<file path="src/rtl/core/mms_pkg.sv">
// Shared constants, action codes and controller/datapath command types for the stack.
`timescale 1ns / 1ps

package mms_pkg;

  localparam int DEPTH = 64;
  localparam int AW = (DEPTH > 1) ? $clog2(DEPTH) : 1;
  localparam int CW = $clog2(DEPTH + 1);

  localparam int WORD_W = 32;
  localparam int COUNT_W = 7;

  localparam logic [WORD_W-1:0] MIN_START = 32'd2147483647;

  typedef enum logic [1:0] {
    ACT_PUSH  = 2'd0,
    ACT_POP   = 2'd1,
    ACT_PEEK  = 2'd2,
    ACT_CLEAR = 2'd3
  } action_t;

  typedef struct packed {
    logic latch;
    logic exec;
    logic scan;
    logic load_out;
  } mms_cmd_t;

  typedef struct packed {
    logic need_scan;
    logic scan_done;
    logic out_free;
  } mms_sts_t;

endpackage

</file>
<file path="src/rtl/core/mms_req_if.sv">
// Request and response channel interfaces with valid/ready handshakes.
`timescale 1ns / 1ps

interface mms_req_if;
  logic                        valid;
  logic                        ready;
  logic [1:0]                  action;
  logic [mms_pkg::WORD_W-1:0]  value;

  modport source (output valid, output action, output value, input ready);
  modport sink (input valid, input action, input value, output ready);
endinterface

interface mms_rsp_if;
  logic                        valid;
  logic                        ready;
  logic                        ok;
  logic [mms_pkg::WORD_W-1:0]  data;
  logic [mms_pkg::COUNT_W-1:0] count;
  logic [mms_pkg::WORD_W-1:0]  min_value;
  logic [mms_pkg::WORD_W-1:0]  max_value;

  modport source (output valid, output ok, output data, output count,
                  output min_value, output max_value, input ready);
  modport sink (input valid, input ok, input data, input count,
                input min_value, input max_value, output ready);
endinterface

</file>
<file path="src/rtl/core/mms_ctrl.sv">
// Controller state machine sequencing accept, execute, rescan and result hand-off.
`timescale 1ns / 1ps

module mms_ctrl (
  input  logic              clk,
  input  logic              rst,
  input  logic              req_valid,
  output logic              req_ready,
  input  mms_pkg::mms_sts_t sts,
  output mms_pkg::mms_cmd_t cmd
);

  typedef enum logic [3:0] {
    ST_IDLE = 4'b0001,
    ST_EXEC = 4'b0010,
    ST_SCAN = 4'b0100,
    ST_DONE = 4'b1000
  } state_t;

  state_t state;
  state_t state_next;

  always_ff @(posedge clk) begin
    if (rst) begin
      state <= ST_IDLE;
    end else begin
      state <= state_next;
    end
  end

  always_comb begin
    state_next = state;
    cmd        = '0;
    req_ready  = 1'b0;
    case (state)
      ST_IDLE: begin
        req_ready = 1'b1;
        if (req_valid) begin
          cmd.latch  = 1'b1;
          state_next = ST_EXEC;
        end
      end
      ST_EXEC: begin
        cmd.exec   = 1'b1;
        state_next = sts.need_scan ? ST_SCAN : ST_DONE;
      end
      ST_SCAN: begin
        cmd.scan = 1'b1;
        if (sts.scan_done) begin
          state_next = ST_DONE;
        end
      end
      ST_DONE: begin
        if (sts.out_free) begin
          cmd.load_out = 1'b1;
          state_next   = ST_IDLE;
        end
      end
      default: begin
        state_next = ST_IDLE;
      end
    endcase
  end

endmodule

</file>
<file path="src/rtl/core/mms_dp.sv">
// Datapath: stack memory, fill level, running extremes, rescan unit and result register.
`timescale 1ns / 1ps

module mms_dp (
  input  logic                        clk,
  input  logic                        rst,
  input  mms_pkg::mms_cmd_t           cmd,
  output mms_pkg::mms_sts_t           sts,
  input  logic [1:0]                  req_action,
  input  logic [mms_pkg::WORD_W-1:0]  req_value,
  input  logic                        rsp_ready,
  output logic                        rsp_valid,
  output logic                        rsp_ok,
  output logic [mms_pkg::WORD_W-1:0]  rsp_data,
  output logic [mms_pkg::COUNT_W-1:0] rsp_count,
  output logic [mms_pkg::WORD_W-1:0]  rsp_min_value,
  output logic [mms_pkg::WORD_W-1:0]  rsp_max_value
);

  logic [mms_pkg::WORD_W-1:0] mem [mms_pkg::DEPTH];
  logic [mms_pkg::AW-1:0]     rd_addr;
  logic [mms_pkg::WORD_W-1:0] rdata;
  logic                       wr_en;

  mms_pkg::action_t           act;
  logic [mms_pkg::WORD_W-1:0] act_value;
  logic [mms_pkg::CW-1:0]     fill;
  logic [mms_pkg::CW-1:0]     fill_m1;
  logic [mms_pkg::WORD_W-1:0] run_min;
  logic [mms_pkg::WORD_W-1:0] run_max;
  logic                       res_ok;
  logic [mms_pkg::WORD_W-1:0] res_data;

  logic [mms_pkg::CW-1:0]     scan_idx;
  logic                       rd_valid;
  logic [mms_pkg::WORD_W-1:0] acc_min;
  logic [mms_pkg::WORD_W-1:0] acc_max;
  logic                       fix_min;
  logic                       fix_max;

  logic not_empty;
  logic not_full;
  logic hit_min;
  logic hit_max;
  logic scan_more;

  assign fill_m1   = fill - mms_pkg::CW'(1);
  assign not_empty = (fill != '0);
  assign not_full  = (fill < mms_pkg::CW'(mms_pkg::DEPTH));
  assign hit_min   = (rdata == run_min);
  assign hit_max   = (rdata == run_max);
  assign scan_more = (scan_idx < fill);

  assign sts.need_scan = (act == mms_pkg::ACT_POP) && not_empty && (hit_min || hit_max);
  assign sts.scan_done = !rd_valid && !scan_more;
  assign sts.out_free  = !rsp_valid || rsp_ready;

  // Outside a rescan the read port always looks at the top entry.
  assign rd_addr = cmd.scan ? scan_idx[mms_pkg::AW-1:0] : fill_m1[mms_pkg::AW-1:0];
  assign wr_en   = cmd.exec && (act == mms_pkg::ACT_PUSH) && not_full;

  always_ff @(posedge clk) begin
    if (wr_en) begin
      mem[fill[mms_pkg::AW-1:0]] <= act_value;
    end
    rdata <= mem[rd_addr];
  end

  // Control state and running extremes.
  always_ff @(posedge clk) begin
    if (rst) begin
      fill      <= '0;
      run_min   <= mms_pkg::MIN_START;
      run_max   <= '0;
      rd_valid  <= 1'b0;
      rsp_valid <= 1'b0;
    end else begin
      if (cmd.exec) begin
        rd_valid <= 1'b0;
        case (act)
          mms_pkg::ACT_PUSH: begin
            if (not_full) begin
              fill <= fill + mms_pkg::CW'(1);
              if (act_value < run_min) begin
                run_min <= act_value;
              end
              if (act_value > run_max) begin
                run_max <= act_value;
              end
            end
          end
          mms_pkg::ACT_POP: begin
            if (not_empty) begin
              fill <= fill_m1;
            end
          end
          mms_pkg::ACT_PEEK: begin
          end
          mms_pkg::ACT_CLEAR: begin
            fill    <= '0;
            run_min <= mms_pkg::MIN_START;
            run_max <= '0;
          end
          default: begin
          end
        endcase
      end
      if (cmd.scan) begin
        rd_valid <= scan_more;
        if (sts.scan_done) begin
          if (fix_min) begin
            run_min <= acc_min;
          end
          if (fix_max) begin
            run_max <= acc_max;
          end
        end
      end
      if (cmd.load_out) begin
        rsp_valid <= 1'b1;
      end else if (rsp_ready) begin
        rsp_valid <= 1'b0;
      end
    end
  end

  // Payload registers.
  always_ff @(posedge clk) begin
    if (cmd.latch) begin
      act       <= mms_pkg::action_t'(req_action);
      act_value <= req_value;
    end
    if (cmd.exec) begin
      scan_idx <= '0;
      acc_min  <= mms_pkg::MIN_START;
      acc_max  <= '0;
      fix_min  <= hit_min;
      fix_max  <= hit_max;
      case (act)
        mms_pkg::ACT_PUSH: begin
          res_ok   <= not_full;
          res_data <= '0;
        end
        mms_pkg::ACT_POP, mms_pkg::ACT_PEEK: begin
          res_ok   <= not_empty;
          res_data <= not_empty ? rdata : '0;
        end
        default: begin
          res_ok   <= 1'b1;
          res_data <= '0;
        end
      endcase
    end
    if (cmd.scan) begin
      if (scan_more) begin
        scan_idx <= scan_idx + mms_pkg::CW'(1);
      end
      if (rd_valid) begin
        if (rdata < acc_min) begin
          acc_min <= rdata;
        end
        if (rdata > acc_max) begin
          acc_max <= rdata;
        end
      end
    end
    if (cmd.load_out) begin
      rsp_ok        <= res_ok;
      rsp_data      <= res_data;
      rsp_count     <= mms_pkg::COUNT_W'(fill);
      rsp_min_value <= run_min;
      rsp_max_value <= run_max;
    end
  end

endmodule

</file>
<file path="src/rtl/core/min_max_tracking_stack.sv">
// Top level of the min/max tracking stack: controller, datapath and channel wiring.
`timescale 1ns / 1ps

// A bounded last-in first-out stack of 32-bit words (64 deep) that also reports the
// running minimum and maximum of what it holds; the minimum starts from 2147483647, so
// a held word above that value never becomes the reported minimum. Each request beat
// carries an action (push, pop, peek at the top, or clear) and, for a push, the word to
// store; each request produces exactly one response beat with a success flag, the popped
// or peeked word, the number of entries held and the current extremes. A pop that removes
// the word equal to the minimum or the maximum rescans the remaining entries through the
// single read port of the stack memory, one entry per cycle, before its response is
// loaded. Requests are taken one at a time: the request channel is ready only while no
// request is in progress. The response register lets a new request be accepted while the
// previous response still waits to be taken. The stack memory needs no clearing after
// reset, as only entries that have been written are ever used.
module min_max_tracking_stack (
  input logic       clk,
  input logic       rst,
  mms_req_if.sink   req,
  mms_rsp_if.source rsp
);

  mms_pkg::mms_cmd_t cmd;
  mms_pkg::mms_sts_t sts;

  // The controller owns the request handshake and sequences the datapath.
  mms_ctrl u_ctrl (
    .clk       (clk),
    .rst       (rst),
    .req_valid (req.valid),
    .req_ready (req.ready),
    .sts       (sts),
    .cmd       (cmd)
  );

  // The datapath holds the stack, the extremes and the response register.
  mms_dp u_dp (
    .clk           (clk),
    .rst           (rst),
    .cmd           (cmd),
    .sts           (sts),
    .req_action    (req.action),
    .req_value     (req.value),
    .rsp_ready     (rsp.ready),
    .rsp_valid     (rsp.valid),
    .rsp_ok        (rsp.ok),
    .rsp_data      (rsp.data),
    .rsp_count     (rsp.count),
    .rsp_min_value (rsp.min_value),
    .rsp_max_value (rsp.max_value)
  );

endmodule

</file>
<file path="src/flat_wrapper.sv">
// flat-port wrapper written by rule: the top's interface ports become plain ports
module min_max_tracking_stack_flat 
  (clk, rst, req_valid, req_action, req_value, req_ready, rsp_valid, rsp_ok, rsp_data, rsp_count, rsp_min_value, rsp_max_value, rsp_ready);
  mms_req_if req_i ();
  mms_rsp_if rsp_i ();
  input logic clk;
  input logic rst;
  input wire logic [$bits(req_i.valid)-1:0] req_valid;
  input wire logic [$bits(req_i.action)-1:0] req_action;
  input wire logic [$bits(req_i.value)-1:0] req_value;
  output wire logic [$bits(req_i.ready)-1:0] req_ready;
  output wire logic [$bits(rsp_i.valid)-1:0] rsp_valid;
  output wire logic [$bits(rsp_i.ok)-1:0] rsp_ok;
  output wire logic [$bits(rsp_i.data)-1:0] rsp_data;
  output wire logic [$bits(rsp_i.count)-1:0] rsp_count;
  output wire logic [$bits(rsp_i.min_value)-1:0] rsp_min_value;
  output wire logic [$bits(rsp_i.max_value)-1:0] rsp_max_value;
  input wire logic [$bits(rsp_i.ready)-1:0] rsp_ready;
  assign req_i.valid = req_valid;
  assign req_i.action = req_action;
  assign req_i.value = req_value;
  assign req_ready = req_i.ready;
  assign rsp_valid = rsp_i.valid;
  assign rsp_ok = rsp_i.ok;
  assign rsp_data = rsp_i.data;
  assign rsp_count = rsp_i.count;
  assign rsp_min_value = rsp_i.min_value;
  assign rsp_max_value = rsp_i.max_value;
  assign rsp_i.ready = rsp_ready;
  min_max_tracking_stack u_core (.clk(clk), .rst(rst), .req(req_i), .rsp(rsp_i));
endmodule
</file>
<file path="config.mk">
export PLATFORM = sky130hd
export DESIGN_NAME = min_max_tracking_stack_flat
export DESIGN_NICKNAME = d
export VERILOG_FILES = /design/src/rtl/core/mms_pkg.sv /design/src/rtl/core/mms_req_if.sv /design/src/rtl/core/mms_ctrl.sv /design/src/rtl/core/mms_dp.sv /design/src/rtl/core/min_max_tracking_stack.sv /design/src/flat_wrapper.sv
export SDC_FILE = /design/constraint.sdc
export NUM_CORES = 2
export LEC_CHECK = 0
export ABC_AREA = 1
export BUFFER_PORTS_ARGS = -buffer_cell sky130_fd_sc_hd__buf_4
export CAP_MARGIN = 20
export CELL_PAD_IN_SITES_DETAIL_PLACEMENT = 0
export CELL_PAD_IN_SITES_GLOBAL_PLACEMENT = 2
export CORE_AREA = 4 4 477 479
export DETAILED_ROUTE_END_ITERATION = 8
export DIE_AREA = 0 0 481 483
export PLACE_DENSITY = 0.93
export SYNTH_ARGS = -nofsm -noshare
export SYNTH_HDL_FRONTEND = slang
export SYNTH_SLANG_ARGS = --single-unit
</file>
<file path="constraint.sdc">
create_clock -name clk -period 19.3 [get_ports clk]
set_clock_uncertainty 0.05 [all_clocks]
set_input_delay 0.965 -clock clk [delete_from_list [all_inputs] [get_ports clk]]
set_output_delay 0.965 -clock clk [all_outputs]
set_load 0.03 [all_outputs]
</file>
Yosys cells after proc, flatten, opt, wreduce, memory -nomap -nowiden. Memories as Yosys holds them, arrays and structs flattened. A register that Yosys moved wholly into a read port is not among the register bits. Cells that the tools add are included.

Bits in registers: 321. Latch bits: 0. Input port bits: 38. Logic and storage cells: 111. Bits in writable memories: 2048. Output and inout bits: 106. Memories kept: 1. Memory bits (read-only): 0.

Div/mod/pow operators: 0. Equality and inequality tests: 14. Bitwise logic cells: 0. Order comparisons: 6. Multipliers: 0. Shift-type cells: 0. $add $sub $neg: 3. Reductions and logical operators: 19. Muxes and demuxes: 48.

Memory list: u_core.u_dp.mem (words 64, width 32, rd ports 1, clocked after memory_dff 1, write ports 1, line mms_dp.sv:20) `logic [mms_pkg::WORD_W-1:0] mem [mms_pkg::DEPTH];`.

Operators by type and width (count): $mux W32 (20); $pmux W32 S2 (2); $eq A32 B32 Y1 (2); $gt A32 B32 Y1 (2); $lt A32 B32 Y1 (2); $mux W7 (5); $pmux W7 S3 (1); $mux W4 (4); $pmux W4 S4 (1); $add A7 B1 Y7 const B (2); $mux W1 (13); $lt A7 B7 Y1 (1); $lt A7 B7 Y1 const B (1); $reduce_bool A7 Y1 (1); $sub A7 B1 Y7 const B (1); $mux W6 (1); $ne A2 B2 Y1 const B (3); $logic_and A1 B1 Y1 (5); $eq A2 B2 Y1 const B (2); $eq A4 B1 Y1 const B (1); $eq A4 B2 Y1 const B (1); $eq A4 B3 Y1 const B (1); $eq A4 B4 Y1 const B (1); $ne A2 B1 Y1 const B (2); 11 further kinds (15).

Depth between registers and ports, before layout.
Depth in word-level cells: 8. Depth in mapped cells: 20. Depth with buffers taken out: 19.

By module. From an unflattened synthesis, not the netlist that was laid out.

Cell total of the unflattened synthesis: 7796. Area total of the unflattened synthesis: 97255.8 µm².

By module, submodules not included: mms_dp (sequential area each 70217.3 µm², cells an instance 7753, area each 96991.8 µm², instances 1); mms_ctrl (sequential area each 80.1 µm², cells an instance 43, area each 264.0 µm², instances 1).

Worst setup path after synthesis. No wires, ideal clock.

Kind: input to register. Start: input port rsp_ready. End: register u_core.u_dp.rsp_count[0] in the netlist's numbering, enable pin. Required time: 18427 ps. Setup time: 823 ps. Buffers on the path: 0. Arrival time: 10773 ps. Stages on the path: 2. Slack: 7654 ps. Path through: nor2_1 nor4_1.

RTL lines: start: declaration (line flat_wrapper.sv:18) `input wire logic [$bits(rsp_i.ready)-1:0] rsp_ready;`; end signal: assignment (line mms_dp.sv:170) `rsp_count <= mms_pkg::COUNT_W'(fill);`; end: declaration (line mms_dp.sv:15) `output logic [mms_pkg::COUNT_W-1:0] rsp_count,`.

Final worst setup path.
Start: register u_core.u_ctrl.state[0]. End: register u_core.u_dp.rdata[13] in the netlist's numbering (read register of u_core.u_dp.mem).

Cells in the longest elaborated chain, start to end: 3.

RTL lines: start: declaration (line mms_ctrl.sv:20) `state_t state;`; start signal: assignment (line mms_ctrl.sv:27) `state <= state_next;`; $eq A4 B3 Y1 (line mms_ctrl.sv:35) `case (state)`; $mux W1 (line mms_ctrl.sv:35); $mux W6 (line mms_dp.sv:59) `assign rd_addr = cmd.scan ? scan_idx[mms_pkg::AW-1:0] : fill_m1[mms_pkg::AW-1:0];`; end: declaration (line mms_dp.sv:22) `logic [mms_pkg::WORD_W-1:0] rdata;`.

No other way between the ends. A chain may end at the register's enable or synchronous reset.

==> flow_summary_export.csv <==
group,metric,value,unit
worst_hold_path,hold_path.startpoint,"req_value[16]",
synthesis,yosys-top-cells-area,"edfxtp_1, nand2_1, nand3_1, dfxtp_1, o211ai_1",
global_routing,antenna_found_initial,33,
global_routing,busiest_layer,"met2",
routing,viasPerCell,5.65,
clock_network,post_cts_buffers,0,
synthesis,synth_ff_type,"edfxtp_1",
place,numPortBuffers,143,
critical_path,critPathLaunch,"u_core.u_ctrl.state[0]",
synthesis,synth_top_cell_by_area,"edfxtp_1",
synthesis,async_reset_ff_frac,0,
critical_path,path_max_fanout,163,
layout,area_growth,12.0,%
critical_path,critPathLaunchType,"register",
pwr,power_density,103,mW/mm²
synthesis,synth_warnings,0,
synthesis,synth.distinct_cells,43,
synthesis,ys_seq_area_frac,0.687,
routing,postRouteAntennaNets,0,
pwr,p_leak,44.6,nW
clock_network,hold_buffers,0,
critical_path,worst_r2r_endpoint,"u_core.u_dp.rdata[13]",
synthesis,netlist_area,0.102,mm²
clock_network,cts_resized,0,
floorplan,die_area,0.232,mm²
worst_hold_path,hold_class,"in -> reg",
critical_path,required,20.06,ns
pwr,internal_power,8.72,mW
clock_network,cts_made_buffers,236,
global_routing,grt_util_met1,0.383,
layout,finalNetCount,9661,
sta,tightest_slew,1.21,ns
clock_network,clkSinkCount,2401,
critical_path,critPathMaxStageDelay,0.80,ns
critical_path,setup.worst_path.end_class,"register",
synthesis,yosysTopAreaCellShare,0.652,
synthesis,synth_edf_count,2221,
global_routing,grt_pass1_vias,68000,
sta,fin_tns_setup,0,ns
routing,dr.pass1.iters,6,
global_routing,grt_max_degree,212,
critical_path,crit_top_cell,"nand2_1",
place,place.gp.congestion,0.881,
pwr,pwr-share-seq,0.507,
pwr,p_comb_frac,0.100,
routing,wl_per_cell,25.4,µm
global_routing,grtUsageMet2,0.420,
routing,drtIter0Drc,9934,
global_routing,met3_usage,0.0616,
pwr,vdd_ir_drop_max,0.000103,V
outcome,status,"complete, no violations",
job,max-cap-violations,0,
sta,holdWs,0.193,ns
clock_network,clk_pin_slew,0.06,ns
pwr,swShare,0.261,
synthesis,syn_avg_cell_area,10.9,µm²
clock_network,insertion_delay,0.90,ns
global_routing,grt_pass1_wl,464,mm
floorplan,die_x,481,µm
floorplan,fp.dieH,483,µm
floorplan,io_pins,144,
critical_path,crit_slowest_cell,"buf_4",
sta,max_freq,173,MHz
routing,wl,322,mm
floorplan,num_rows,174,
worst_hold_path,hold_end,"u_core.u_dp.act_value[16]",
sta,slew_headroom,0.191,
clock_network,cts_tree,"done",
layout,final_common_cell,"nand2_1",
routing,dr_total_vias,71700,
sta,fin_crit_sh,0.299,
clock_network,clock_path_buffers,3,
layout,final_cells,12700,
worst_hold_path,whs_path_depth,1,
layout,layout.cells.most_common_list,"nand2_1, edfxtp_1, nand3_1",
global_routing,grt_util_all_layers,0.271,
global_routing,grt.overflow.total,0,
layout,fin_util,0.513,
synthesis,synth_seq_cells,2401,
place,placed_cells,12200,
sta,rsz0062_at_grt,"no",
place,hpwl,179,mm
clock_network,cts_root_buf,"clkbuf_16",
clock_network,htree_levels,4,
pwr,p_switching,3.07,mW
critical_path,worstRegToRegCells,16,
routing,drc,0,
critical_path,crit_type,"reg -> reg",
critical_path,cp.arrival,6.53,ns
layout,drive_above_1_share,0.0811,
critical_path,r2r_start,"u_core.u_ctrl.state[0]",
floorplan,coreArea,0.224,mm²
synthesis,synth_cells,9431,
sta,setup_viol,0,
sta,finalMaxSlewViolations,0,
critical_path,cp_cell_sequence,"nor2_2, nand2_2, nand2_1, nand2_4, buf_12, buf_4, buf_4, buf_4, nand2_1, nand2_1, nand2_1, nand3_1, nand3_1, nand3_1, nand3_1, nand2_1",
floorplan,initial_utilization,0.458,
pwr,clkPwrFrac,0.393,
sta,report.final.hold_viol_count,0,
sta,final.min_clock_period,5.78,ns
critical_path,rrSetupSlack,13.52,ns
synthesis,syn-num-nets,9608,
[layer usage]
| metal | wire [µm] | share of wire |
|---|---|---|
| met1 | 130000 | 0.40 |
| met2 | 145000 | 0.45 |
| met3 | 37300 | 0.12 |
| met4 | 9690 | 0.030 |
| met5 | 25 | 0.000078 |
[flip-flops by register name, indices dropped and copies added (netlist names)]
register / cells
u_core.u_ctrl.state: 4
u_core.u_dp.acc_max: 32
u_core.u_dp.acc_min: 32
u_core.u_dp.act: 2
u_core.u_dp.act_value: 32
u_core.u_dp.fill: 7
u_core.u_dp.fix_max: 1
u_core.u_dp.fix_min: 1
u_core.u_dp.mem: 2048
u_core.u_dp.rd_valid: 1
u_core.u_dp.rdata: 32
u_core.u_dp.res_data: 32
u_core.u_dp.res_ok: 1
u_core.u_dp.rsp_count: 7
u_core.u_dp.rsp_data: 32
u_core.u_dp.rsp_max_value: 32
u_core.u_dp.rsp_min_value: 32
u_core.u_dp.rsp_ok: 1
u_core.u_dp.rsp_valid: 1
u_core.u_dp.run_max: 32
u_core.u_dp.run_min: 32
u_core.u_dp.scan_idx: 7
[worst max path at each step]
stage | slack [ns] | end | cells past startpoint
final | 13.52 | u_core.u_dp.rdata[13] | 16
after detailed placement | 13.52 | u_core.u_dp.rdata[13] | 16
after floorplan | 7.65 | u_core.u_dp.rsp_count[0] | 2
after global routing | 13.20 | u_core.u_dp.rdata[13] | 16
after CTS | 13.55 | u_core.u_dp.rdata[13] | 16
after global placement | 13.54 | u_core.u_dp.rdata[13] | 16
[power groups by stage]
stage | clock network [mW] | registers [mW] | logic (mW)
final | 4.63 | 5.98 | 1.18
after global routing | 4.90 | 5.98 | 1.28
after CTS | 4.68 | 5.98 | 1.15
after global placement | 0 | 6.09 | 1.13
after floorplan | 0 | 6.06 | 0.606
after detailed placement | 0 | 6.09 | 1.15
[cell families after synthesis]
group / Yosys count / share of synthesized area
AND/OR/NAND/NOR: 5063 / 0.206
XOR/XNOR: 32 / 0.00274
buffers and inverters: 1143 / 0.0470
flip-flops: 2401 / 0.687
AO/OA/AOI/OAI: 653 / 0.0410
adder cells (fa/ha/maj): 139 / 0.0170
[worst max-delay path: cells and delay by family, from the launching register on]
| kind | cells | cell delay [ns] |
|---|---|---|
| buffers and inverters | 4 | 2.71 |
| and+or+nand+nor | 12 | 2.17 |
| DFF | 1 | 0.41 |
[Yosys cell counts (2+ instances only)]
master    count
nand3_1    1181
o221ai_1      2
o22ai_1       4
o21ai_4       2
nor2_1      213
xnor2_1       3
inv_2         6
nand4_1      26
nand2_2       3
o21a_1        5
a21oi_1      91
o21ai_1      35
ha_1        139
nor2_2        3
buf_2       384
dfxtp_1     180
o211ai_1    340
a211oi_1      2
buf_6         2
buf_4         6
buf_1        14
edfxtp_1   2221
clkbuf_1    119
or2_2         2
or2_1       150
nor3_1       24
inv_1       611
xor2_1       29
a31oi_1       3
nor4_1        5
or2_0        11
o21ai_0     164
nand2_1    3441
[cell type report]
class,count,area [µm²]
diodes,11,27.5
clock buffers,289,6150
clock inverters,157,1620
fillers,19500,109000
inverters,618,2340
multi-input cells,5887,27800
flip-flops and latches,2401,70300
well taps,2992,3740
repair buffers,340,2670
[per-stage QoR]
stage,power (mW),area [µm²],setup WS (ns)
2_1_floorplan,6.67,102000,7.65
3_3_place_gp,7.22,107000,13.54
3_5_place_dp,7.23,107000,13.52
4_1_cts,11.8,115000,13.55
5_1_grt,12.2,115000,13.20
6_report,11.8,115000,13.52
Power figures use the tool's default switching activity.
